<file path="src/rtl/tcra_pkg.sv">
// tcra_pkg: sizes, structs and state codes of the two-class rank assigner
// used by tcra_if, tcra_cell, tcra_ctrl and two_class_rank_assigner
`default_nettype none

package tcra_pkg;

	localparam int MAX_ITEMS = 64;
	localparam int IW = $clog2(MAX_ITEMS);      // cell index
	localparam int CW = $clog2(MAX_ITEMS + 1);  // fill count, holds MAX_ITEMS
	localparam int VW = 16;                     // item value
	localparam int RW = 7;                      // rank

	localparam logic [RW-1:0] RANK_BASE = RW'(1);

	// travelling count request: walks the cell row one cell per cycle
	typedef struct packed {
		logic          vld;
		logic [VW-1:0] value;
		logic          liked;
		logic [IW-1:0] idx;
		logic [RW-1:0] cnt;
	} tok_t;

	// broadcast from the top level to every cell
	typedef struct packed {
		logic          load;
		logic [VW-1:0] value;
		logic          liked;
		logic [IW-1:0] idx;
		logic [CW-1:0] fill;
		logic          shift;
		logic          wb_vld;
		logic [IW-1:0] wb_idx;
		logic [RW-1:0] wb_cnt;
	} bcast_t;

	typedef struct packed {
		logic in_fire;
		logic in_last;
		logic out_fire;
		logic tok_busy;
	} ctrl_in_t;

	typedef struct packed {
		logic          in_ready;
		logic          out_valid;
		logic          store;
		logic [CW-1:0] fill;
		logic          emit_last;
		logic          drop;
	} ctrl_out_t;

	typedef enum logic [1:0] {
		ST_LOAD,
		ST_DRAIN,
		ST_EMIT
	} state_t;

endpackage

`default_nettype wire

</file>
<file path="src/rtl/tcra_cell.sv">
// tcra_cell: one slot of the rank row, holds an item, its rank and a count stage
// depends on tcra_pkg
`default_nettype none

module tcra_cell (
	input  wire logic                     clk,
	input  wire logic                     arst_n,
	input  wire logic [tcra_pkg::IW-1:0]  cell_idx,
	input  wire tcra_pkg::bcast_t         bc,
	input  wire tcra_pkg::tok_t           tok_in,
	output tcra_pkg::tok_t                tok_out,
	input  wire logic [tcra_pkg::RW-1:0]  rank_nxt,
	output logic [tcra_pkg::RW-1:0]       rank
);

	logic [tcra_pkg::VW-1:0] value_q;
	logic                    liked_q;
	logic [tcra_pkg::RW-1:0] rank_q;
	logic [tcra_pkg::RW-1:0] rank_d;
	tcra_pkg::tok_t          tok_pl_q;
	tcra_pkg::tok_t          tok_d;
	logic                    tok_vld_q;

	logic held;
	logic hit_load;
	logic new_first;
	logic bump;
	logic wb_hit;
	logic earlier;
	logic me_first;

	assign held     = tcra_pkg::CW'(cell_idx) < bc.fill;
	assign hit_load = bc.load && (bc.idx == cell_idx);

	// incoming item ranks ahead of this one (ties go to the older item)
	assign new_first = (!bc.liked && liked_q) ||
		((bc.liked == liked_q) && (bc.value < value_q));
	assign bump   = bc.load && held && new_first;
	assign wb_hit = bc.wb_vld && (bc.wb_idx == cell_idx);

	// this older item ranks ahead of the travelling one
	assign earlier  = cell_idx < tok_in.idx;
	assign me_first = (!liked_q && tok_in.liked) ||
		((liked_q == tok_in.liked) && (value_q <= tok_in.value));

	always_comb begin
		if (hit_load) begin
			rank_d = tcra_pkg::RANK_BASE;
		end else if (bc.shift) begin
			rank_d = rank_nxt;
		end else begin
			rank_d = rank_q + tcra_pkg::RW'(bump) + (wb_hit ? bc.wb_cnt : '0);
		end
	end

	always_comb begin
		tok_d     = tok_in;
		tok_d.cnt = tok_in.cnt + tcra_pkg::RW'(tok_in.vld && earlier && me_first);
	end

	always_ff @(posedge clk) begin
		if (hit_load) begin
			value_q <= bc.value;
			liked_q <= bc.liked;
		end
		rank_q   <= rank_d;
		tok_pl_q <= tok_d;
	end

	always_ff @(posedge clk or negedge arst_n) begin
		if (!arst_n) begin
			tok_vld_q <= 1'b0;
		end else begin
			tok_vld_q <= tok_in.vld;
		end
	end

	always_comb begin
		tok_out     = tok_pl_q;
		tok_out.vld = tok_vld_q;
	end

	assign rank = rank_q;

endmodule

`default_nettype wire

</file>
<file path="config.mk">
export PLATFORM = sky130hd
export DESIGN_NAME = tcra_cell
export DESIGN_NICKNAME = d
export VERILOG_FILES = /design/src/rtl/tcra_pkg.sv /design/src/rtl/tcra_cell.sv
export SDC_FILE = /design/constraint.sdc
export NUM_CORES = 1
export LEC_CHECK = 0
export CAP_MARGIN = 20
export CORE_MARGIN = 10
export CORE_UTILIZATION = 25
export DETAILED_ROUTE_END_ITERATION = 12
export DONT_BUFFER_PORTS = 1
export PLACE_DENSITY_LB_ADDON = 0.2
export REMOVE_ABC_BUFFERS = 1
export SYNTH_ARGS = -nofsm -noshare
export SYNTH_HDL_FRONTEND = slang
export SYNTH_SLANG_ARGS = --single-unit
export TNS_END_PERCENT = 20
</file>
<file path="constraint.sdc">
create_clock -name clk -period 8.5 [get_ports clk]
set_clock_uncertainty 0.15 [all_clocks]
set_input_delay 2.55 -clock clk [delete_from_list [all_inputs] [get_ports clk]]
set_output_delay 2.55 -clock clk [all_outputs]
set_load 0.01 [all_outputs]
</file>
Word-level counts from Yosys, hierarchy flattened. Cells that the tools add are included.

Register bits after elaboration: 55. Logic and storage cells: 35.

Equal/unequal tests: 4. Muxes and demuxes: 2. Reductions and logical operators: 14. $lt $le $gt $ge: 4. Add/subtract/negate cells: 3.

Operators with widths (count): $le A16 B16 Y1 (1); $lt A16 B16 Y1 (1); $add A7 B1 Y7 (2); $mux W7 (2); $eq A6 B6 Y1 (2); $logic_and A1 B1 Y1 (10); $add A7 B7 Y7 (1); $lt A6 B7 Y1 (1); $lt A6 B6 Y1 (1); $eq A1 B1 Y1 (2); $logic_not A1 Y1 (2); $logic_or A1 B1 Y1 (2).

Longest topological paths before layout. Gate-level depths: netlist (run 1).

Word-level depth: 7. Mapped depth: 16. Depth with buffers taken out: 16.

Worst setup path after synthesis (run 1). OpenSTA, ideal clock, no wires.

Kind: input port to flip-flop. From: in bc[38] (netlist bit). To: reg rank_q, in the netlist rank[6]. Required time: 8146 ps. Setup time: 204 ps. Stages on the path: 15. Setup slack: 3235 ps. Buffers on the path: 0. Data arrival time: 4911 ps. Path through: ha_1 -> a21o_1 -> a21o_1 -> a21oi_1 -> nor3_1 -> or3_1 -> a211oi_2 -> fa_1 -> fa_1 -> a21o_1 -> a21oi_2 -> o21bai_1 -> a21oi_2 -> xnor2_1 -> a211oi_2.

Cells in the longest elaborated chain, start to end: 7.

Ends and longest elaborated chain: from (decl) (line tcra_cell.sv:9) `input wire tcra_pkg::bcast_t bc,`; $lt A16 B16 Y1 (line tcra_cell.sv:37) `((bc.liked == liked_q) && (bc.value < value_q));`; $logic_and A1 B1 Y1 (line tcra_cell.sv:37); $logic_or A1 B1 Y1 (line tcra_cell.sv:36) `assign new_first = (!bc.liked && liked_q) ||`; $logic_and A1 B1 Y1 (line tcra_cell.sv:38) `assign bump = bc.load && held && new_first;`; $add A7 B1 Y7 (line tcra_cell.sv:52) `rank_d = rank_q + tcra_pkg::RW'(bump) + (wb_hit ? bc.wb_cnt : '0);`; $add A7 B7 Y7 (line tcra_cell.sv:52); $mux W7 (line tcra_cell.sv:49) `end else if (bc.shift) begin`; to (signal assigned) (line tcra_cell.sv:66) `rank_q <= rank_d;`; to (decl) (line tcra_cell.sv:18) `logic [tcra_pkg::RW-1:0] rank_q;`.

No other way between the ends. A chain may end at the register's enable or synchronous reset.

Worst setup path after layout (run 1).
From: in bc[30] (netlist bit). To: reg rank_q, in the netlist rank[6].

Same word-level chain as after synthesis.

==> impl_metrics.json, run 1 <==
{
  "hpwl_microns": 6760,
  "grt.overflow.total": 0,
  "dpl_cell_area_sq_mm": 0.00319,
  "drc_errors": 0,
  "fmax_ghz": 0.195,
  "cts-resized-gates": 0,
  "final_cell_area_sq_mm": 0.00335,
  "reg2reg_to": "rank[6]",
  "die_h_microns": 130,
  "leakage_uw": 0.00157,
  "grt_pass1_wl_microns": 11900,
  "drt-total-wl_microns": 7770,
  "grt_pass1_vias": 2111,
  "track_usage_pct": 9.25,
  "area_delta_synth_final_pct": 11.7,
  "reg2reg_depth": 15,
  "finalSetupViolations": 0,
  "slowest_stage": "fa_1",
  "ir_worst_vdd_v": 0.0000593,
  "async_flop_share_pct": 1.82,
  "die_w_microns": 130,
  "core_area_sq_mm": 0.0116,
  "fin_ws_ps": 3370,
  "hold_viol": 0,
  "drv_slew": 0,
  "cp_slowest_stage_delay_ps": 420,
  "drt_iter0_drc": 41,
  "drt_pre_antenna_iters": 4,
  "clockBufferDepth": 2,
  "cp-start-kind": "input port",
  "clk_latency_ps": 290,
  "rsz0062_at_grt": "no",
  "nFillCells": 1203,
  "synth_cell_types": 41,
  "portBuffers": 0,
  "p_total_uw": 591,
  "hold-path-cell-count": 3,
  "cts.hold.buffers_added": 0,
  "cts.sinks": 55,
  "clock-root-buffer": "clkbuf_16",
  "syn_inst": 290,
  "drive_above_1_share_pct": 4.38,
  "start_util_pct": 26.0,
  "antenna_found_initial": 1,
  "grt_max_degree": 17,
  "vias": 1918,
  "path_max_fanout": 2,
  "period_minus_slack_ps": 5130,
  "antenna_left": 0,
  "postCtsSetupRepairBufs": 0,
  "ff2ff_setup_slack_ps": 5210,
  "hold_class": "reg2reg",
  "die_area_sq_mm": 0.0168,
  "synthFlopType": "dfxtp_1",
  "end_kind": "flop",
  "status": "finished, final reports clean",
  "period_share_pct": 60.3,
  "seqCellArea_sq_mm": 0.00128,
  "path_class": "in2reg",
  "final_cell_mix": "50 x inv_1, 50 x ha_1, 37 x dfxtp_1",
  "reg2reg_from": "value_q[1]",
  "cts-buffers-inserted": 5,
  "cap_violations": 0,
  "place_congestion": 0.757,
  "synth_warnings": 0,
  "crit_top_cell": "a21o_1",
  "wl_per_cell_microns": 17.6,
  "power_density_mw_per_mm2": 176,
  "pre_cts_slack_ps": 2980,
  "worstMarginPinSlew_ps": 951,
  "io_pins": 130,
  "ys_ff_latch": 55,
  "crit_chain": "ha_1 > a21o_1 > a21o_1 > a21oi_1 > o21ai_0 > a211oi_2 > fa_1 > fa_1 > a21o_1 > a21oi_2 > o21bai_1 > a21oi_2 > xnor2_1 > a211oi_2",
  "multi_input_area_sq_mm": 0.00154,
  "worstPathArrival_ps": 5200,
  "cts.htree.levels": 2,
  "vias_per_cell": 4.35,
  "rows": 39,
  "ys_seq_area_share_pct": 42.5,
  "syn-cell-area_sq_mm": 0.00300,
  "slew_headroom_pct": 36.1,
  "min_from": "rank[6]",
  "clk_pin_slew_worst_paths_ps": 70,
  "required_ps": 8570,
  "avgSynthCellArea_sq_um": 10.4,
  "fin_nets": 440,
  "cts_tree": "yes",
  "synth_edf_count": 17,
  "setup_tns_ps": 0,
  "hold_end": "rank[6]"
}
-- cell type report --
cell class	instances	share of cell area, %
repair buffers	1	0.224
diodes	1	0.0746
well taps	143	5.34
clock inverters	3	1.16
flip-flops and latches	55	38.1
clock buffers	5	3.73
multi-input cells	183	45.8
inverters	50	5.60
-- worst max-delay path, delay by kind of cell --
kind | cells | cell delay (ps)
compound gates | 10 | 1490
xor+xnor | 1 | 80
fa+ha+maj | 3 | 1080
-- sequential cells by signal, summed over array words and instances (netlist names) --
name and count:
liked_q 1, rank 7, tok_out 30, tok_vld_q 1
value_q 16
-- cells in the mapped netlist (2+ instances only) --
library cell | count | area, sq um
edfxtp_1 | 17 | 510
a21oi_1 | 17 | 85.1
nand4_1 | 7 | 43.8
nand2b_1 | 4 | 25.0
a211oi_2 | 2 | 25.0
and4_1 | 2 | 17.5
a21o_1 | 13 | 97.6
ha_1 | 50 | 626
dfxtp_1 | 37 | 741
nor3_1 | 5 | 25.0
nand3_1 | 5 | 25.0
nor2b_1 | 3 | 18.8
inv_1 | 50 | 188
fa_1 | 2 | 40.0
xnor2_1 | 18 | 158
xor2_1 | 4 | 35.0
a211oi_1 | 2 | 15.0
nand2_1 | 9 | 33.8
a21oi_2 | 2 | 17.5
and2_1 | 6 | 37.5
o21ai_0 | 7 | 35.0
a31oi_1 | 2 | 12.5
nor2_1 | 8 | 30.0
-- worst max path at each step --
stage / startpoint / depth (start not counted) / endpoint
detailed placement: bc[30] / 14 / rank[6]
global placement: bc[30] / 14 / rank[6]
floorplan: bc[38] / 15 / rank[6]
global route: bc[38] / 15 / rank[6]
finish: bc[30] / 14 / rank[6]
CTS: bc[30] / 14 / rank[6]
-- metrics by stage --
stage / util, % / hold WS (ps) / std cells
after floorplan: - / 589 / 288
after global placement: 27.6 / 658 / 432
after detailed placement: 27.6 / 656 / 432
after CTS: 29.0 / 677 / 440
after global routing: 29.0 / 727 / 440
final: 29.0 / 674 / 441
-- routing by layer --
layer	up-vias	routed length [microns]	global-route usage (%)	part of all wire, %
li1	1005	-	-	-
met1	828	3040	10.1	39
met2	78	3590	15.1	46
met3	7	1030	4.85	13
met4	0	109	3.37	1.4
met5	-	0	0	0
-- logic make-up after synthesis --
kind of cell             synth area share (%)
multiplexers                            0.333
buffers and inverters                    6.62
AND/OR/NAND/NOR                          10.8
XOR/XNOR                                 6.42
flip-flops                               42.5
adder cells (fa/ha/maj)                  22.2
AO/OA/AOI/OAI                            11.2
-- report_power, final --
part	leakage (uW)	internal, uW	total, uW	switching, uW
Sequential	0.000477	285	301	15.7
Combinational	0.00101	29.5	57.7	28.1
Clock	0.0000812	138	233	94.8
Note: power is estimated with default switching activity, not from simulation.
==> run 2, diff against run 1 <==
==> constraint.sdc (replaced) <==
create_clock -name clk -period 4.9 [get_ports clk]
set_clock_uncertainty 0.15 [all_clocks]
set_input_delay 1.47 -clock clk [delete_from_list [all_inputs] [get_ports clk]]
set_output_delay 1.47 -clock clk [all_outputs]
set_load 0.01 [all_outputs]
==> impl_metrics.json, run 2 (synthesized netlist as in run 1, its figures left out) <==
{
  "area_delta_synth_final_pct": 12.2,
  "core_area_sq_mm": 0.0116,
  "drt_iter0_drc": 26,
  "power_density_mw_per_mm2": 307,
  "drive_above_1_share_pct": 5.03,
  "cts-resized-gates": 0,
  "io_pins": 130,
  "grt_max_degree": 18,
  "period_minus_slack_ps": 4050,
  "hold_class": "reg2reg",
  "cts-buffers-inserted": 5,
  "vias_per_cell": 4.37,
  "largest_reg_flops": 30,
  "nFillCells": 1208,
  "die_h_microns": 130,
  "end_kind": "flop",
  "leakage_uw": 0.00158,
  "grt_pass1_vias": 2085,
  "final_cell_area_sq_mm": 0.00337,
  "fmax_ghz": 0.247,
  "drv_slew": 0,
  "wl_met1_microns": 2990,
  "cp-start-kind": "input port",
  "hold_viol": 0,
  "rsz0062_at_grt": "no",
  "finalSetupViolations": 0,
  "clockBufferDepth": 2,
  "antenna_found_initial": 3,
  "postCtsSetupRepairBufs": 0,
  "hpwl_microns": 6810,
  "path_max_fanout": 2,
  "cts.htree.levels": 2,
  "grt.overflow.total": 0,
  "setup_tns_ps": 0,
  "slew_headroom_pct": 58.4,
  "place_congestion": 0.754,
  "cts_tree": "yes",
  "clk_pin_slew_worst_paths_ps": 80,
  "rows": 39,
  "fin_util_pct": 29.1,
  "cts.sinks": 55,
  "cap_violations": 0,
  "wl_met2_microns": 3630,
  "wl_per_cell_microns": 17.5,
  "ir_worst_vdd_v": 0.000102,
  "final_cell_mix": "50 x inv_1, 50 x ha_1, 37 x dfxtp_1",
  "drt_pre_antenna_iters": 4,
  "clock-root-buffer": "clkbuf_16",
  "antenna_left": 0,
  "maxUsedRoutingLayer": "met4",
  "start_util_pct": 26.0,
  "die_w_microns": 130,
  "grt_pass1_wl_microns": 11700,
  "worstPathArrival_ps": 4130,
  "track_usage_pct": 9.09,
  "clk_latency_ps": 290,
  "required_ps": 4970,
  "portBuffers": 0,
  "worstMarginPinSlew_ps": 608,
  "drt-total-wl_microns": 7790,
  "route.met3.wl_microns": 1060,
  "die_area_sq_mm": 0.0168,
  "path_class": "in2reg",
  "period_share_pct": 82.7,
  "cts.hold.buffers_added": 0,
  "drc_errors": 0,
  "vias": 1940,
  "dpl_cell_area_sq_mm": 0.00319,
  "status": "finished, final reports clean",
  "fin_nets": 441
}
-- run 2: changes by cell type in the layout (fill, tap and decap cells not counted) --
cell	before	now
buf_4	1	2
clkinv_1	1	0
clkinv_4	0	1
diode_2	1	3
-- run 2: final cells by class --
cell class / instances / area, sq um / area share (%)
diodes: 3 / 7.51 / 0.223
clock buffers: 5 / 125 / 3.71
clock inverters: 3 / 43.8 / 1.30
inverters: 50 / 188 / 5.57
multi-input cells: 183 / 1540 / 45.6
flip-flops and latches: 55 / 1280 / 37.9
well taps: 143 / 179 / 5.31
repair buffers: 2 / 15.0 / 0.445
-- run 2: report_power, final --
group | switching (uW) | leakage, uW | internal [uW] | total (uW)
Clock | 171 | 0.0000838 | 242 | 412
Combinational | 48.9 | 0.00102 | 51.4 | 100
Sequential | 27.5 | 0.000477 | 494 | 521
-- run 2: through the flow --
stage / power [uW] / std cells / hold WS, ps / worst slack, ps
global placement: 635 / 433 / 659 / 546
finish: 1030 / 444 / 668 / 847
global route: 1090 / 442 / 693 / 645
CTS: 1060 / 441 / 666 / 798
floorplan: 608 / 288 / 589 / 715
detailed placement: 636 / 433 / 642 / 490
-- run 2: final timing paths --
| kind | startpoint | end | slack [ps] | depth (start not counted) |
|---|---|---|---|---|
| worst min register to register | rank[6] | rank[6] | 670 | 3 |
| max in group asynchronous | arst_n | tok_vld_q | 3830 | 0 |
| worst min-delay path | rank[6] | rank[6] | 670 | 3 |
| min in group asynchronous | arst_n | tok_vld_q | 710 | 0 |
| worst max register to register | value_q[13] | rank[6] | 1600 | 16 |
| worst max-delay path | bc[42] | rank[6] | 850 | 15 |
-- run 2: critical path: stages --
cell and delay [ps]:
ha_1 280, a21oi_1 70, nor2b_1 100, o21ai_0 80
a31oi_1 180, or3_1 150, a211oi_2 50, fa_1 420
fa_1 420, a21o_1 190, a21oi_2 170, o21bai_1 100
a21oi_2 150, xnor2_1 90, a211oi_2 200
-- run 2: metal layers --
layer	vias to the layer above	GRT usage, %
li1	1014	-
met1	842	9.72
met2	76	14.9
met3	8	5.10
met4	0	3.17
met5	-	0
==> run 3, diff against run 2 <==
--- a/config.mk
+++ b/config.mk
@@ -5,6 +5,7 @@
 export SDC_FILE = /design/constraint.sdc
 export NUM_CORES = 1
 export LEC_CHECK = 0
+export ABC_AREA = 1
 export CAP_MARGIN = 20
 export CORE_MARGIN = 10
 export CORE_UTILIZATION = 25
==> constraint.sdc (replaced) <==
create_clock -name clk -period 3.9 [get_ports clk]
set_clock_uncertainty 0.15 [all_clocks]
set_input_delay 1.17 -clock clk [delete_from_list [all_inputs] [get_ports clk]]
set_output_delay 1.17 -clock clk [all_outputs]
set_load 0.01 [all_outputs]
==> impl_metrics.json, run 3 <==
{
  "p_total_uw": 1270,
  "final_common_cell": "inv_1",
  "antenna_found_initial": 0,
  "setup_tns_ps": 0,
  "hold_class": "in2async",
  "path_depth": 18,
  "area_delta_synth_final_pct": 11.7,
  "clk_latency_ps": 300,
  "n_antenna_cell": 0,
  "path_class": "in2reg",
  "vias_per_cell": 4.15,
  "crit_top_cell": "nand2_1",
  "worstMarginPinSlew_ps": 334,
  "slew_headroom_pct": 77.7,
  "reg2reg_depth": 19,
  "grt_max_degree": 25,
  "core_area_sq_mm": 0.0122,
  "required_ps": 3960,
  "die_w_microns": 132,
  "largest_reg_flops": 30,
  "post-synth-top-count-cell": "inv_1",
  "ys_ff_latch": 55,
  "cts.htree.levels": 2,
  "drc_errors": 0,
  "cts.sinks": 55,
  "period_minus_slack_ps": 3380,
  "crit_chain": "ha_1 > o21ai_0 > nand2_1 > nand3_1 > nand2_1 > nand2_1 > nand2_1 > nand2_1 > a21oi_1 > nor2_1 > fa_1 > fa_1 > nand4_1 > o211ai_1 > nand3_1 > nand3_1 > nand2_1 > inv_1",
  "grt_pass1_vias": 2431,
  "drt_iter0_drc": 68,
  "clockBufferDepth": 2,
  "worstPathArrival_ps": 3440,
  "antenna_left": 0,
  "fin_util_pct": 28.9,
  "multi_input_area_sq_mm": 0.00154,
  "grt_pass1_wl_microns": 12800,
  "cts-resized-gates": 0,
  "end_kind": "flop",
  "stdcell_count": 549,
  "seqCellArea_sq_mm": 0.00128,
  "postCtsSetupRepairBufs": 0,
  "synthTopCellsByCount": "84 x inv_1, 76 x nand2_1, 50 x ha_1, 37 x dfxtp_1, 26 x a21oi_1",
  "status": "finished, final reports clean",
  "synth_edf_count": 17,
  "place_congestion": 0.769,
  "finalSetupViolations": 0,
  "cp.buffers_inverters": 1,
  "cp-start-kind": "input port",
  "rows": 40,
  "hpwl_microns": 6970,
  "cts-buffers-inserted": 5,
  "synth_top_area_cell": "dfxtp_1",
  "drive_above_1_share_pct": 3.67,
  "die_h_microns": 132,
  "drt-total-wl_microns": 8130,
  "clk_pin_slew_worst_paths_ps": 70,
  "clock-root-buffer": "clkbuf_16",
  "portBuffers": 0,
  "start_util_pct": 25.8,
  "fin_nets": 524,
  "wl_per_cell_microns": 14.8,
  "slowest_stage": "fa_1",
  "leakage_uw": 0.00182,
  "period_share_pct": 86.7,
  "avgSynthCellArea_sq_um": 8.42,
  "hold_viol": 0,
  "grt.overflow.total": 0,
  "async_flop_share_pct": 1.82,
  "syn_inst": 373,
  "synth_top_cells_by_area": "dfxtp_1 24%, ha_1 20%, edfxtp_1 16%",
  "cts.hold.buffers_added": 0,
  "nFillCells": 1297,
  "cp_slowest_stage_delay_ps": 430,
  "synth_top_area_share_pct": 23.6,
  "drt_pre_antenna_iters": 4,
  "rsz0062_at_grt": "no",
  "place_inst": 541,
  "cts_tree": "yes",
  "fmax_ghz": 0.296,
  "synthFlopType": "dfxtp_1",
  "cap_violations": 0,
  "power_density_mw_per_mm2": 363,
  "ir_worst_vdd_v": 0.000155,
  "vias": 2279,
  "track_usage_pct": 9.42,
  "cp_top_family": "adder cells",
  "final_cell_mix": "84 x inv_1, 76 x nand2_1, 50 x ha_1",
  "synth_warnings": 0,
  "ys_seq_area_share_pct": 40.6,
  "die_area_sq_mm": 0.0175,
  "syn-cell-area_sq_mm": 0.00314,
  "drv_slew": 0,
  "synth_cell_types": 34,
  "io_pins": 130,
  "path_max_fanout": 3
}
-- run 3: layer usage --
metal | routed length, microns | track usage, % | up-vias
met1 | 3240 | 9.92 | 992
met4 | 102 | 2.97 | 0
met2 | 3580 | 14.6 | 83
li1 | - | - | 1198
met3 | 1210 | 6.78 | 6
met5 | 0 | 0 | -
-- run 3: layout make-up --
cell class | instances | area share [%]
Timing Repair Buffer | 1 | 0.214
Sequential cell | 55 | 36.4
Tap cell | 168 | 5.99
Inverter | 86 | 9.20
Clock buffer | 8 | 4.49
Multi-Input combinational cell | 231 | 43.7
-- run 3: final timing paths --
path | start | slack, ps | endpoint
setup / recovery | bc[30] | 520 | rank[6]
hold / removal | arst_n | 400 | tok_vld_q
setup reg to reg | value_q[1] | 970 | rank[6]
hold reg to reg | rank[6] | 570 | rank[6]
max in group asynchronous | arst_n | 3130 | tok_vld_q
min in group clk | rank[6] | 570 | rank[6]
-- run 3: power breakdown --
part	switching [uW]	internal [uW]	leakage (uW)
sequential	32.7	621	0.000477
combinational	75.5	58.1	0.00127
clock	208	278	0.0000763
-- run 3: logic make-up (layout without fill, tap and decap cells) --
group                      count (synthesis)  after routing  share of synthesized area, %
adders and majority gates                 52             52                          21.2
DFF                                       55             55                          40.6
and+or+nand+nor                          128            128                          17.7
AOI/OAI and AO/OA                         43             43                          7.73
buffers and inverters                     87             95                          10.5
xor gates and xnor gates                   8              8                          2.23
-- run 3: through the flow --
step	hold WS [ps]	cell area (sq um)	worst slack (ps)
6_report	404	3510	520
2_1_floorplan	496	3130	433
4_1_cts	389	3510	449
3_3_place_gp	562	3350	175
5_1_grt	381	3510	279
3_5_place_dp	552	3350	131
