`src/rtl/tcra_pkg.sv`:
```
// tcra_pkg: sizes, structs and state codes of the two-class rank assigner
// used by tcra_if, tcra_cell, tcra_ctrl and two_class_rank_assigner
`default_nettype none

package tcra_pkg;

	localparam int MAX_ITEMS = 64;
	localparam int IW = $clog2(MAX_ITEMS);      // cell index
	localparam int CW = $clog2(MAX_ITEMS + 1);  // fill count, holds MAX_ITEMS
	localparam int VW = 16;                     // item value
	localparam int RW = 7;                      // rank

	localparam logic [RW-1:0] RANK_BASE = RW'(1);

	// travelling count request: walks the cell row one cell per cycle
	typedef struct packed {
		logic          vld;
		logic [VW-1:0] value;
		logic          liked;
		logic [IW-1:0] idx;
		logic [RW-1:0] cnt;
	} tok_t;

	// broadcast from the top level to every cell
	typedef struct packed {
		logic          load;
		logic [VW-1:0] value;
		logic          liked;
		logic [IW-1:0] idx;
		logic [CW-1:0] fill;
		logic          shift;
		logic          wb_vld;
		logic [IW-1:0] wb_idx;
		logic [RW-1:0] wb_cnt;
	} bcast_t;

	typedef struct packed {
		logic in_fire;
		logic in_last;
		logic out_fire;
		logic tok_busy;
	} ctrl_in_t;

	typedef struct packed {
		logic          in_ready;
		logic          out_valid;
		logic          store;
		logic [CW-1:0] fill;
		logic          emit_last;
		logic          drop;
	} ctrl_out_t;

	typedef enum logic [1:0] {
		ST_LOAD,
		ST_DRAIN,
		ST_EMIT
	} state_t;

endpackage

`default_nettype wire

```
`src/rtl/tcra_ctrl.sv`:
```
// tcra_ctrl: load / drain / emit sequencer with fill count and drop flag
// depends on tcra_pkg
`default_nettype none

module tcra_ctrl (
	input  wire logic             clk,
	input  wire logic             arst_n,
	input  wire tcra_pkg::ctrl_in_t  ci,
	output tcra_pkg::ctrl_out_t      co
);

	tcra_pkg::state_t        state_q;
	tcra_pkg::state_t        state_d;
	logic [tcra_pkg::CW-1:0] fill_q;
	logic [tcra_pkg::IW-1:0] emit_q;
	logic                    drop_q;
	logic                    emit_last;
	logic                    has_room;

	assign has_room  = fill_q < tcra_pkg::CW'(tcra_pkg::MAX_ITEMS);
	assign emit_last = (tcra_pkg::CW'(emit_q) + tcra_pkg::CW'(1)) == fill_q;

	always_comb begin
		state_d = state_q;
		case (state_q)
			tcra_pkg::ST_LOAD: begin
				if (ci.in_fire && ci.in_last) state_d = tcra_pkg::ST_DRAIN;
			end
			tcra_pkg::ST_DRAIN: begin
				if (!ci.tok_busy) state_d = tcra_pkg::ST_EMIT;
			end
			tcra_pkg::ST_EMIT: begin
				if (ci.out_fire && emit_last) state_d = tcra_pkg::ST_LOAD;
			end
			default: state_d = tcra_pkg::ST_LOAD;
		endcase
	end

	always_comb begin
		co.in_ready  = 1'b0;
		co.out_valid = 1'b0;
		case (state_q)
			tcra_pkg::ST_LOAD: co.in_ready  = 1'b1;
			tcra_pkg::ST_EMIT: co.out_valid = 1'b1;
			default: ;
		endcase
		co.store     = has_room;
		co.fill      = fill_q;
		co.emit_last = emit_last;
		co.drop      = drop_q;
	end

	always_ff @(posedge clk or negedge arst_n) begin
		if (!arst_n) begin
			state_q <= tcra_pkg::ST_LOAD;
			fill_q  <= '0;
			emit_q  <= '0;
			drop_q  <= 1'b0;
		end else begin
			state_q <= state_d;
			if (ci.in_fire) begin
				if (has_room) begin
					fill_q <= fill_q + tcra_pkg::CW'(1);
				end else begin
					drop_q <= 1'b1;
				end
			end
			if (ci.out_fire) begin
				if (emit_last) begin
					fill_q <= '0;
					emit_q <= '0;
					drop_q <= 1'b0;
				end else begin
					emit_q <= emit_q + tcra_pkg::IW'(1);
				end
			end
		end
	end

	a_fill_range: assert property (@(posedge clk) disable iff (!arst_n)
		fill_q <= tcra_pkg::CW'(tcra_pkg::MAX_ITEMS))
		else $error("fill count beyond capacity");

	a_drop_full: assert property (@(posedge clk) disable iff (!arst_n)
		drop_q |-> (fill_q == tcra_pkg::CW'(tcra_pkg::MAX_ITEMS)))
		else $error("drop flag set with room left");

	a_emit_nonempty: assert property (@(posedge clk) disable iff (!arst_n)
		(state_q == tcra_pkg::ST_EMIT) |-> (fill_q != '0))
		else $error("emitting an empty set");

	a_drain_after_last: assert property (@(posedge clk) disable iff (!arst_n)
		(ci.in_fire && ci.in_last) |=> (state_q == tcra_pkg::ST_DRAIN))
		else $error("last item did not start the drain");

endmodule

`default_nettype wire

```
`config.mk`:
```
export PLATFORM = sky130hd
export DESIGN_NAME = tcra_ctrl
export DESIGN_NICKNAME = d
export VERILOG_FILES = /design/src/rtl/tcra_pkg.sv /design/src/rtl/tcra_ctrl.sv
export SDC_FILE = /design/constraint.sdc
export NUM_CORES = 1
export LEC_CHECK = 0
export BUFFER_PORTS_ARGS = -buffer_cell sky130_fd_sc_hd__buf_4
export CORE_UTILIZATION = 57
export DETAILED_ROUTE_END_ITERATION = 10
export PLACE_DENSITY = 0.86
export SLEW_MARGIN = 5
export SYNTH_ARGS = -nofsm -noshare
export SYNTH_HDL_FRONTEND = slang
export SYNTH_SLANG_ARGS = --single-unit
```
`constraint.sdc`:
```
create_clock -name clk -period 5.1 [get_ports clk]
set_clock_uncertainty 0.05 [all_clocks]
set_input_delay 0.51 -clock clk [delete_from_list [all_inputs] [get_ports clk]]
set_output_delay 0.51 -clock clk [all_outputs]
set_load 0.1 [all_outputs]
```
Word level (Yosys, flattened, before mapping)
Cells that the tools add are included.
{"block": "totals", "register_bits": 16, "in_bits": 6, "output_inout_bits": 12, "wordCells": 33}
{"block": "op_classes", "addsub": 3, "order_cmp": 1, "eq_ne": 6, "muxes": 15, "reduce_logical": 4}
{"operator": "7-bit 2-to-1 mux", "n": 4}
{"operator": "6-bit by 1-bit adder with 7-bit output (second input constant)", "n": 1}
{"operator": "7-bit by 1-bit adder with 7-bit output (second input constant)", "n": 1}
{"operator": "7-bit == test", "n": 1}
{"operator": "7-bit < comparator (second input constant)", "n": 1}
{"operator": "6-bit by 1-bit adder with 6-bit output (second input constant)", "n": 1}
{"operator": "1-bit 2-to-1 mux", "n": 6}
{"operator": "2-bit 2-to-1 mux", "n": 3}
{"operator": "6-bit 2-to-1 mux", "n": 1}
{"operator": "2-bit != test (second input constant)", "n": 3}
{"operator": "2-bit one-hot mux with 3 select lines", "n": 1}
{"operator": "3-bit AND reduction", "n": 1}
{"operator": "2-bit by 1-bit == test with 1-bit output (second input constant)", "n": 1}
{"operator": "2-bit == test (second input constant)", "n": 1}
{"operator": "1-bit logical AND", "n": 2}
{"operator": "2-bit logical NOT", "n": 1}

Logic depth before layout (Yosys ltp)
Gate-level depths: netlist of the first run.
{"block": "logic_depth", "word_depth": 5, "mapped_depth": 7}

Least setup slack after synthesis of the first run
Ideal clock, no wire load.
{"block": "synth_path", "path_type": "reg2out", "from": "reg fill_q[4] (netlist name)", "to": "out co[1] (netlist name)", "t_arrival_ns": 2.150, "slack_ns": 2.390, "stages_incl_launch_ff": 6, "path_cell_list": "dfrtp_1 -> xnor2_1 -> nor4b_2 -> a31oi_2 -> nor4_1 -> buf_4"}
{"block": "synth_between", "elab_chain_cells": 1}
{"item": "from (decl)", "line_no": "tcra_ctrl.sv:14", "source": "logic [tcra_pkg::CW-1:0] fill_q;"}
{"item": "from (signal assigned)", "line_no": "tcra_ctrl.sv:63", "source": "fill_q <= fill_q + tcra_pkg::CW'(1);"}
{"item": "7-bit == test", "line_no": "tcra_ctrl.sv:21", "source": "assign emit_last = (tcra_pkg::CW'(emit_q) + tcra_pkg::CW'(1)) == fill_q;"}
{"item": "to (decl)", "line_no": "tcra_ctrl.sv:9", "source": "output tcra_pkg::ctrl_out_t co"}
Every way passes these cells.

==> Implementation_results.wiki, run 1 <==
{| class="wikitable"
! Metric !! Value
|-
| Horizontal die dimension || 42.55 um
|-
| Number of CTS-inserted buffers || 3
|-
| Worst Setup Start Kind || flip-flop
|-
| DR WL/cell || 13.65 um
|-
| Post-Syn Nets || 108
|-
| Area of the core region || 1524 sq um
|-
| Slowest cell on the critical path || sky130_fd_sc_hd__dfrtp_1
|-
| Number of pins with negative max-slew slack in the final report || 0
|-
| Number of antenna violations at the first check in global routing || 0
|-
| Crit path cell chain || ha_1 > and2_1 > o21ai_0 > a31oi_2 > nor4_1 > buf_4
|-
| Synth area leader || sky130_fd_sc_hd__dfrtp_1
|-
| Post-Place Setup Slack || 2.679 ns
|-
| Number of synthesized register bits || 16
|-
| Number of global-route vias before repair || 736
|-
| Number of warnings reported in the yosys synthesis log || 0
|-
| Die footprint || 1810 sq um
|-
| # H-tree levels || 1
|-
| Num Clock Sinks || 16
|-
| Setup crit end kind || primary output
|-
| Arrival time reported for the critical path endpoint || 2.20 ns
|-
| Normalized max-slew margin || 48.51%
|-
| Mean instance size in the synthesized netlist || 9.371 sq um
|-
| GRT Resource Usage Total || 23.80%
|-
| Sequential cell area fraction in the yosys report || 42.72%
|-
| Sum of net half-perimeters after detailed placement || 1320 um
|-
| Number of resized instances in the post-cts repair step || 0
|-
| Number of buffer and inverter stages on the critical path || 1
|-
| Summed instance area of the synthesized netlist || 937.1 sq um
|-
| Post-route fraction of the period consumed by the critical path || 54.19%
|-
| Area contributors post-synth || sky130_fd_sc_hd__dfrtp_1 43%, sky130_fd_sc_hd__xnor2_1 11%, sky130_fd_sc_hd__nor2_1 9.6%
|-
| DRC violations left || 0
|-
| Overall via count from detail_route || 738
|-
| Number of max-cap violations || 0
|-
| Buffers inserted during post-CTS setup optimization || 0
|-
| Vias/cell || 5.721
|-
| Final-report setup violation count || 0
|-
| Effective utilization at floorplan || 61.49%
|-
| Wire length of the first global-routing pass || 3160 um
|-
| Final design instance area without fill || 1059 sq um
|-
| Critical path fanouts, max || 5
|-
| Required time reported for the critical path endpoint || 4.54 ns
|-
| Reg clk slew, reported paths || 0.08 ns
|-
| CTS hold repair buffers || 0
|-
| Worst hold path type || input pin to async pin
|-
| Cell chosen for the clock root || sky130_fd_sc_hd__clkbuf_4
|-
| Buffer depth of the longest clock path || 2
|-
| Total number of nets in the final design || 123
|-
| Height of the die || 42.55 um
|-
| Final antenna diode count || 0
|-
| Critical setup path kind || flip-flop to primary output
|-
| Leading cell type by number of instances after synthesis || sky130_fd_sc_hd__nor2_1
|-
| Wire length reported by the detailed router || 1761 um
|-
| Final hold vios || 0
|-
| Layout cell share with drive strength beyond 1 || 20.35%
|-
| Largest net degree at the start of global routing || 17
|-
| Highest attainable clock frequency || 361.8 MHz
|-
| Number of input and output port buffers inserted || 17
|-
| Post-synth EDFFs || 0
|-
| Most used flip-flop cell after synthesis || sky130_fd_sc_hd__dfrtp_1
|-
| Final critical path time including I/O delays and setup || 2.764 ns
|-
| Overflow left after global routing || 0
|-
| CTS tree || done
|-
| DRT iter0 DRCs || 14
|-
| Yosys top cell area share || 42.72%
|-
| Fraction of registers with async set/reset || 100.0%
|-
| Std-Cell Rows || 14
|-
| Number of iterations in the first detailed-routing pass || 5
|-
| Post-Syn Instances || 100
|-
| Number of distinct library cells after synthesis || 25
|-
| Critical path's largest stage delay || 0.45 ns
|-
| Last weighted congestion value of the routability-driven placer || 0.8634
|-
| Layout overhead on the synthesized area || 12.95%
|-
| Count of pins on the block boundary || 18
|-
| Result of the run || finished, final reports clean
|-
| Summed negative setup slack over all endpoints || 0 ns
|-
| Worst slew pin tran || 0.7666 ns
|-
| Setup repair after global routing missed its margin || no
|-
| Setup slack after layout || 2.336 ns
|-
| Layout filler cell count || 120
|-
| Antenna-violating nets left || 0
|-
| Core Util, Final || 69.46%
|-
| Clock latency on the worst-skew pair || 0.28 ns
|-
| Total placed instance area || 1036 sq um
|-
| Commonest cells post-synth || 24 x sky130_fd_sc_hd__nor2_1, 16 x sky130_fd_sc_hd__dfrtp_1, 12 x sky130_fd_sc_hd__xnor2_1
|-
| Crit-path leading delay family || simple AND/OR/NAND/NOR gates
|}
[stage by stage]
step                      instances  hold slack, ns
final                           129         0.01129
after global routing            129         0.01613
after CTS                       129         0.01500
after detailed placement        126          0.3330
after global placement          126          0.3320
after floorplan                 100          0.1644
[worst register-to-register path, stage by stage (launching register included)]
cell	delay [ns]
sky130_fd_sc_hd__dfrtp_1	0.45
sky130_fd_sc_hd__ha_1	0.25
sky130_fd_sc_hd__and2_1	0.19
sky130_fd_sc_hd__o21ai_0	0.24
sky130_fd_sc_hd__a31oi_2	0.17
sky130_fd_sc_hd__nor4_4	0.72
sky130_fd_sc_hd__o32ai_1	0.16
[metal layers]
metal / global-route usage [%] / vias to the layer above / wire [um]
met4: 15.00 / 0 / 54
met1: 29.10 / 347 / 781
li1: - / 355 / -
met5: 0 / - / 0
met2: 37.85 / 29 / 818
met3: 5.172 / 7 / 107
[cells by family after synthesis]
| family | after synthesis | synth area share, % |
|---|---|---|
| compound gates | 7 | 5.474 |
| xor+xnor | 18 | 16.82 |
| fa+ha+maj | 2 | 2.670 |
| buf+inv | 10 | 6.409 |
| flops | 16 | 42.72 |
| mux | 2 | 2.136 |
| simple gates | 45 | 23.77 |
[cell usage in the layout, fill, tap and decap left out, types with 2 or more instances in the layout]
master and n:
sky130_fd_sc_hd__ha_1 2, sky130_fd_sc_hd__nor2_1 24, sky130_fd_sc_hd__buf_4 17, sky130_fd_sc_hd__xnor2_1 12, sky130_fd_sc_hd__clkbuf_4 3, sky130_fd_sc_hd__nand3_1 3
sky130_fd_sc_hd__nand4_1 5, sky130_fd_sc_hd__dfrtp_1 16, sky130_fd_sc_hd__a21oi_1 2, sky130_fd_sc_hd__nand2_1 7, sky130_fd_sc_hd__mux2i_1 2, sky130_fd_sc_hd__inv_1 3
sky130_fd_sc_hd__xor2_1 6
[registers in the layout, summed over array words and instances (netlist names)]
register,flops
emit_q,6
fill_q,7
state_q,2
drop_q,1
[worst paths after layout]
check	startpoint	endpoint	slack (ns)	cells after the start
setup / recovery	emit_q[0]	co[1]	2.34	6
setup reg to reg	emit_q[0]	state_q[1]	2.74	6
min in group clk	ci[0]	state_q[1]	0.36	2
hold reg to reg	state_q[1]	state_q[0]	0.41	1
hold / removal	arst_n	emit_q[2]	0.01	1
max in group asynchronous	arst_n	fill_q[3]	4.81	1
[cell type report]
cell class / instances / area (sq um) / share of cell area (%)
clock buffers: 3 / 22.52 / 2.128
flip-flops and latches: 16 / 400.4 / 37.82
multi-input cells: 74 / 476.7 / 45.04
well taps: 16 / 20.02 / 1.891
inverters: 3 / 11.26 / 1.064
repair buffers: 17 / 127.6 / 12.06
Power of run 1 is not shown: default switching activity piles up to over one toggle a cycle in this logic, so the estimate is an artifact.
==> run 2, diff against run 1 <==
--- a/config.mk
+++ b/config.mk
@@ -6,9 +6,9 @@
 export NUM_CORES = 1
 export LEC_CHECK = 0
 export BUFFER_PORTS_ARGS = -buffer_cell sky130_fd_sc_hd__buf_4
-export CORE_UTILIZATION = 57
+export CORE_UTILIZATION = 48
 export DETAILED_ROUTE_END_ITERATION = 10
-export PLACE_DENSITY = 0.86
+export PLACE_DENSITY = 0.78
 export SLEW_MARGIN = 5
 export SYNTH_ARGS = -nofsm -noshare
 export SYNTH_HDL_FRONTEND = slang
==> constraint.sdc (replaced) <==
create_clock -name clk -period 2.3 [get_ports clk]
set_clock_uncertainty 0.05 [all_clocks]
set_input_delay 0.23 -clock clk [delete_from_list [all_inputs] [get_ports clk]]
set_output_delay 0.23 -clock clk [all_outputs]
set_load 0.1 [all_outputs]
==> run 2 against run 1 <==
  * Sequential share of layout area is 2.5 points lower
  * Via count down 1.4%
  * Worst hold slack better by 0.060 ns
  * Core utilization decreased by 5.5 points
  * Design area is 7.7% higher
  * Critical path depth is the same
  * Highest routed layer unchanged
==> Implementation_results.wiki, run 2 (synthesized netlist as in run 1, its figures left out) <==
{| class="wikitable"
! Metric !! Value
|-
| Final hold vios || 0 (unchanged)
|-
| Largest net degree at the start of global routing || 17 (unchanged)
|-
| Number of input and output port buffers inserted || 17 (unchanged)
|-
| Slowest cell on the critical path || sky130_fd_sc_hd__dfrtp_1
|-
| Number of CTS-inserted buffers || 3 (unchanged)
|-
| DRC violations left || 0 (unchanged)
|-
| Result of the run || finished, final reports clean
|-
| Crit path cell chain || ha_2 > and2_4 > nor4b_4 > a31oi_2 > nor4_1 > buf_4
|-
| Arrival time reported for the critical path endpoint || 1.98 ns (-0.22 ns)
|-
| DR WL/cell || 13.26 um (-2.8%)
|-
| Area of the core region || 1783 sq um (+17%)
|-
| Wire length reported by the detailed router || 1910 um (+8.5%)
|-
| Num Clock Sinks || 16 (unchanged)
|-
| Antenna-violating nets left || 0 (unchanged)
|-
| Required time reported for the critical path endpoint || 2.02 ns (-2.52 ns)
|-
| Highest attainable clock frequency || 442.4 MHz
|-
| Overall via count from detail_route || 728 (-1.4%)
|-
| Normalized max-slew margin || 73.66% (+25 points)
|-
| Worst reg2reg setup slack || 0.43 ns (-2.31 ns)
|-
| Total placed instance area || 1065 sq um (+2.8%)
|-
| Number of antenna violations at the first check in global routing || 0 (unchanged)
|-
| Largest regs || fill_q (7), emit_q (6), state_q (2)
|-
| Wire length of the first global-routing pass || 3056 um (-3.3%)
|-
| Reg clk slew, reported paths || 0.09 ns (about the same)
|-
| Top register by number of flip-flops || fill_q
|-
| Buffer depth of the longest clock path || 2 (unchanged)
|-
| Crit-path leading delay family || simple AND/OR/NAND/NOR gates
|-
| Critical setup path kind || flip-flop to primary output
|-
| Number of pins with negative max-slew slack in the final report || 0 (unchanged)
|-
| Height of the die || 46.19 um (+8.6%)
|-
| Setup repair after global routing missed its margin || yes
|-
| Worst Setup Start Kind || flip-flop
|-
| Vias/cell || 5.056 (-12%)
|-
| Layout overhead on the synthesized area || 21.63%
|-
| Reg2reg end || fill_q[4]
|-
| Effective utilization at floorplan || 52.56% (-8.9 points)
|-
| Number of flip-flops in the largest register || 7 (unchanged)
|-
| Number of buffer and inverter stages on the critical path || 1 (unchanged)
|-
| Cell chosen for the clock root || sky130_fd_sc_hd__clkbuf_4
|-
| Number of max-cap violations || 0 (unchanged)
|-
| Total number of nets in the final design || 128 (+4.1%)
|-
| Number of global-route vias before repair || 645 (-12%)
|-
| Final design instance area without fill || 1140 sq um (+7.7%)
|-
| DRT iter0 DRCs || 7 (-7)
|-
| Most used cells in the layout excluding fill and tap cells || 24 x sky130_fd_sc_hd__nor2_1, 21 x sky130_fd_sc_hd__buf_4, 14 x sky130_fd_sc_hd__dfrtp_1
|-
| Final antenna diode count || 0 (unchanged)
|-
| Endpoint, Worst Hold || state_q[1]
|-
| Die footprint || 2133 sq um (+18%)
|-
| Critical path fanouts, max || 5 (unchanged)
|-
| Worst hold path type || input pin to flip-flop
|-
| Final critical path time including I/O delays and setup || 2.260 ns
|-
| Count of pins on the block boundary || 18 (unchanged)
|-
| Critical path's largest stage delay || 0.39 ns (-0.06 ns)
|-
| Number of iterations in the first detailed-routing pass || 4 (-1)
|-
| Post-route fraction of the period consumed by the critical path || 98.27%
|-
| Last weighted congestion value of the routability-driven placer || 0.8819 (+2.1%)
|-
| Worst flop-to-flop path startpoint || emit_q[1]
|-
| Setup crit end kind || primary output
|-
| CTS tree || done
|-
| Leading cell type in the layout, fill and taps excluded || sky130_fd_sc_hd__nor2_1
|-
| Worst slew pin tran || 0.3922 ns (-0.3744 ns)
|-
| Layout cell share with drive strength beyond 1 || 26.89% (+6.5 points)
|-
| Std-Cell Rows || 15 (+1)
|-
| Cell depth of the worst hold path || 2
|-
| GRT Resource Usage Total || 21.16% (-2.6 points)
|-
| Critical hold path startpoint || ci[0]
|-
| Overflow left after global routing || 0 (unchanged)
|-
| Horizontal die dimension || 46.19 um (+8.6%)
|-
| Final-report setup violation count || 0 (unchanged)
|-
| Worst r2r path cells || 7 (+1)
|-
| # H-tree levels || 1 (unchanged)
|-
| Sum of net half-perimeters after detailed placement || 1395 um (+5.7%)
|-
| Layout filler cell count || 156 (+30%)
|-
| Clock latency on the worst-skew pair || 0.28 ns (about the same)
|}
[run 2: worst max-delay path by stage]
| stage | from | end | slack (ns) | cells after the start |
|---|---|---|---|---|
| 2_1_floorplan | fill_q[5] | co[1] | 0.05 | 4 |
| 3_3_place_gp | emit_q[0] | co[1] | 0.22 | 6 |
| 3_5_place_dp | emit_q[0] | co[1] | 0.19 | 6 |
| 4_1_cts | emit_q[1] | co[1] | 0.005 | 6 |
| 5_1_grt | emit_q[1] | co[1] | -0.07 | 6 |
| 6_report | emit_q[1] | co[1] | 0.04 | 6 |
[run 2: final cells by class]
class,instances,area (sq um),area share [%]
Clock buffer,4,36.28,3.183
Tap cell,25,31.28,2.744
Multi-Input combinational cell,74,490.5,43.03
Sequential cell,16,402.9,35.35
Inverter,3,11.26,0.9879
Timing Repair Buffer,22,167.7,14.71
[run 2: per-stage QoR]
stage	TNS (ns)	cells	hold WS, ns	util, %	setup WS (ns)
after detailed placement	0	137	0.05456	59.72	0.1895
after CTS	0	143	0.06176	63.37	0.005131
after global routing	-0.06537	144	0.07213	63.93	-0.06537
final	0	144	0.07101	63.93	0.03975
after global placement	0	137	0.05260	59.72	0.2188
after floorplan	0	100	-0.1156	-	0.05400
[run 2: routing by layer]
layer  global-route usage (%)  routed length, um
met1                    28.96                867
met2                    32.11                936
met3                    2.353                 74
met4                    12.35                 31
met5                        0                  0
[run 2: timing repair]
action | in CTS | in global routing
buffers inserted | 1 | 1
resized for setup | 3 | 1
setup endpoints to repair | 1 | 1
hold buffers | 1 | 0
gates cloned | 0 | 0
pin swaps | 2 | 2
hold endpoints to repair | 16 | 0
Power of run 2 is left out for the same reason.
==> run 3, diff against run 2 <==
--- a/config.mk
+++ b/config.mk
@@ -6,6 +6,7 @@
 export NUM_CORES = 1
 export LEC_CHECK = 0
 export BUFFER_PORTS_ARGS = -buffer_cell sky130_fd_sc_hd__buf_4
+export CORE_MARGIN = 4
 export CORE_UTILIZATION = 48
 export DETAILED_ROUTE_END_ITERATION = 10
 export PLACE_DENSITY = 0.78
==> run 3 against run 2 <==
  * Register-to-register slack lost 0.18 ns
  * Setup slack better by 0.012 ns
  * Flip-flop and latch count unchanged
  * Critical path type unchanged
  * Final cell count grew 0.69%
  * Critical path depth did not move
  * Sequential share of layout area fell by 0.61 points
  * Fmax grew 0.53%
  * Clock-buffer cell count stayed put
  * Via count grew 4.9%
  * Design area up 1.8%
==> Implementation_results.wiki, run 3 (synthesized netlist as in run 1, its figures left out) <==
{| class="wikitable"
! Metric !! Value
|-
| Result of the run || finished, final reports clean
|-
| Largest net degree at the start of global routing || 17 (unchanged)
|-
| Setup repair after global routing missed its margin || yes
|-
| Layout overhead on the synthesized area || 23.76%
|-
| Worst hold path type || input pin to flip-flop
|-
| Buffer depth of the longest clock path || 2 (unchanged)
|-
| Slowest cell on the critical path || sky130_fd_sc_hd__dfrtp_1
|-
| Std-Cell Rows || 15 (unchanged)
|-
| Reg clk slew, reported paths || 0.10 ns (about the same)
|-
| Overall via count from detail_route || 764 (+4.9%)
|-
| Wire length of the first global-routing pass || 3318 um (+8.6%)
|-
| Most used cells in the layout excluding fill and tap cells || 24 x sky130_fd_sc_hd__nor2_1, 21 x sky130_fd_sc_hd__buf_4, 14 x sky130_fd_sc_hd__dfrtp_1
|-
| Final hold vios || 0 (unchanged)
|-
| Worst Setup Start Kind || flip-flop
|-
| Critical hold path startpoint || ci[0]
|-
| Final std cells w/o fill || 145 (+0.69%)
|-
| Number of pins with negative max-slew slack in the final report || 0 (unchanged)
|-
| Die footprint || 2723 sq um (+28%)
|-
| Height of the die || 52.19 um (+13%)
|-
| Post-Place Cells || 137 (unchanged)
|-
| Reg2reg end || emit_q[3]
|-
| Final antenna diode count || 0 (unchanged)
|-
| Number of flip-flops in the largest register || 7 (unchanged)
|-
| Endpoint, Worst Hold || state_q[1]
|-
| Required time reported for the critical path endpoint || 2.02 ns (about the same)
|-
| Count of pins on the block boundary || 18 (unchanged)
|-
| Worst slew pin tran || 0.4450 ns (+0.05274 ns)
|-
| Largest regs || fill_q (7), emit_q (6), state_q (2)
|-
| Critical path fanouts, max || 5 (unchanged)
|-
| GRT Resource Usage Total || 16.44% (-4.7 points)
|-
| CTS tree || done
|-
| Area of the core region || 1783 sq um (unchanged)
|-
| Vias/cell || 5.269 (+4.2%)
|-
| Normalized max-slew margin || 70.12% (-3.5 points)
|-
| Post-route fraction of the period consumed by the critical path || 97.75% (-0.52 points)
|-
| Crit path cell chain || ha_2 > and2_4 > nand4_1 > xnor2_1 > nor4_2 > buf_6
|-
| # H-tree levels || 1 (unchanged)
|-
| Layout cell share with drive strength beyond 1 || 28.33% (+1.4 points)
|-
| Setup crit end kind || primary output
|-
| Top register by number of flip-flops || fill_q
|-
| Effective utilization at floorplan || 52.56% (unchanged)
|-
| Worst reg2reg setup slack || 0.25 ns (-0.18 ns)
|-
| Antenna-violating nets left || 0 (unchanged)
|-
| Last weighted congestion value of the routability-driven placer || 0.8126 (-7.9%)
|-
| DRT iter0 DRCs || 12 (+5)
|-
| Number of global-route vias before repair || 731 (+13%)
|-
| Wire length reported by the detailed router || 2023 um (+5.9%)
|-
| Num Clock Sinks || 16 (unchanged)
|-
| Cell depth of the worst hold path || 2 (unchanged)
|-
| Final-report setup violation count || 0 (unchanged)
|-
| Horizontal die dimension || 52.19 um (+13%)
|-
| Arrival time reported for the critical path endpoint || 1.97 ns (about the same)
|-
| Total number of nets in the final design || 129 (+0.78%)
|-
| Final critical path time including I/O delays and setup || 2.248 ns (-0.01199 ns)
|-
| Number of CTS-inserted buffers || 3 (unchanged)
|-
| DR WL/cell || 13.95 um (+5.2%)
|-
| Worst flop-to-flop path startpoint || emit_q[1]
|-
| Critical setup path kind || flip-flop to primary output
|-
| Overflow left after global routing || 0 (unchanged)
|-
| Number of max-cap violations || 0 (unchanged)
|-
| Number of iterations in the first detailed-routing pass || 4 (unchanged)
|-
| Leading cell type in the layout, fill and taps excluded || sky130_fd_sc_hd__nor2_1
|-
| Worst r2r path cells || 8 (+1)
|-
| Cell chosen for the clock root || sky130_fd_sc_hd__clkbuf_4
|-
| Clock latency on the worst-skew pair || 0.28 ns (about the same)
|-
| Critical path's largest stage delay || 0.41 ns (+0.02 ns)
|-
| DRC violations left || 0 (unchanged)
|-
| Highest attainable clock frequency || 444.8 MHz (+0.53%)
|-
| Number of antenna violations at the first check in global routing || 0 (unchanged)
|-
| Number of input and output port buffers inserted || 17 (unchanged)
|-
| Sum of net half-perimeters after detailed placement || 1452 um (+4.1%)
|}
==> run 3: changes by cell type in the layout (fill, tap and decap cells not counted) <==
cell                       before  now
sky130_fd_sc_hd__buf_6          0    1
sky130_fd_sc_hd__clkbuf_8       1    0
sky130_fd_sc_hd__a31oi_2        1    0
sky130_fd_sc_hd__nor4_2         0    1
sky130_fd_sc_hd__o21ai_1        1    0
sky130_fd_sc_hd__o21ai_2        0    1
sky130_fd_sc_hd__nor4_1         1    0
sky130_fd_sc_hd__a31oi_4        0    1
sky130_fd_sc_hd__clkbuf_1       0    1
==> run 3: critical path, delay by kind of cell (launching register included) <==
family	cells	cell delay [ns]
buffers and inverters	1	0.26
adders and majority gates	1	0.21
DFF	1	0.41
and+or+nand+nor	3	0.57
xor gates and xnor gates	1	0.22
==> run 3: repair_timing <==
| action | in CTS | in global routing |
|---|---|---|
| setup buffers | 1 | 2 |
| hold buffers | 1 | 0 |
| cloned | 0 | 0 |
| setup endpoints to repair | 1 | 1 |
| pin swaps | 1 | 4 |
| resized for setup | 3 | 5 |
| endpoints found under the hold margin | 16 | 0 |
==> run 3: worst max path at each step <==
stage | startpoint | to | cells after the start
2_1_floorplan | fill_q[5] | co[1] | 4
3_3_place_gp | emit_q[0] | co[1] | 6
3_5_place_dp | emit_q[0] | co[1] | 6
4_1_cts | emit_q[1] | co[1] | 6
5_1_grt | emit_q[1] | co[1] | 6
6_report | emit_q[1] | co[1] | 6
==> run 3: layout make-up <==
cell class | count | area [sq um]
Clock buffer | 4 | 26.28
Fill cell | 151 | 623.1
Inverter | 3 | 11.26
Multi-Input combinational cell | 74 | 509.2
Sequential cell | 16 | 402.9
Tap cell | 25 | 31.28
Timing Repair Buffer | 23 | 178.9
==> run 3: metrics by stage <==
step	area, sq um	TNS [ns]	hold slack, ns	util (%)	setup slack (ns)
finish	1160	0	0.08639	65.05	0.05174
global route	1160	-0.05587	0.09609	65.05	-0.05587
CTS	1120	0	0.07693	62.81	0.009249
detailed placement	1065	0	0.05417	59.72	0.1668
global placement	1065	0	0.05273	59.72	0.2203
floorplan	939.7	0	-0.1156	-	0.05400
==> run 3: per-layer routing <==
metal / global-route usage [%] / wire, um / up-vias
met1: 21.26 / 890 / 372
met5: 0 / 0 / -
met3: 4.274 / 94 / 2
met2: 26.78 / 1020 / 22
li1: - / - / 368
met4: 5.106 / 17 / 0
Power of run 3 is left out for the same reason.
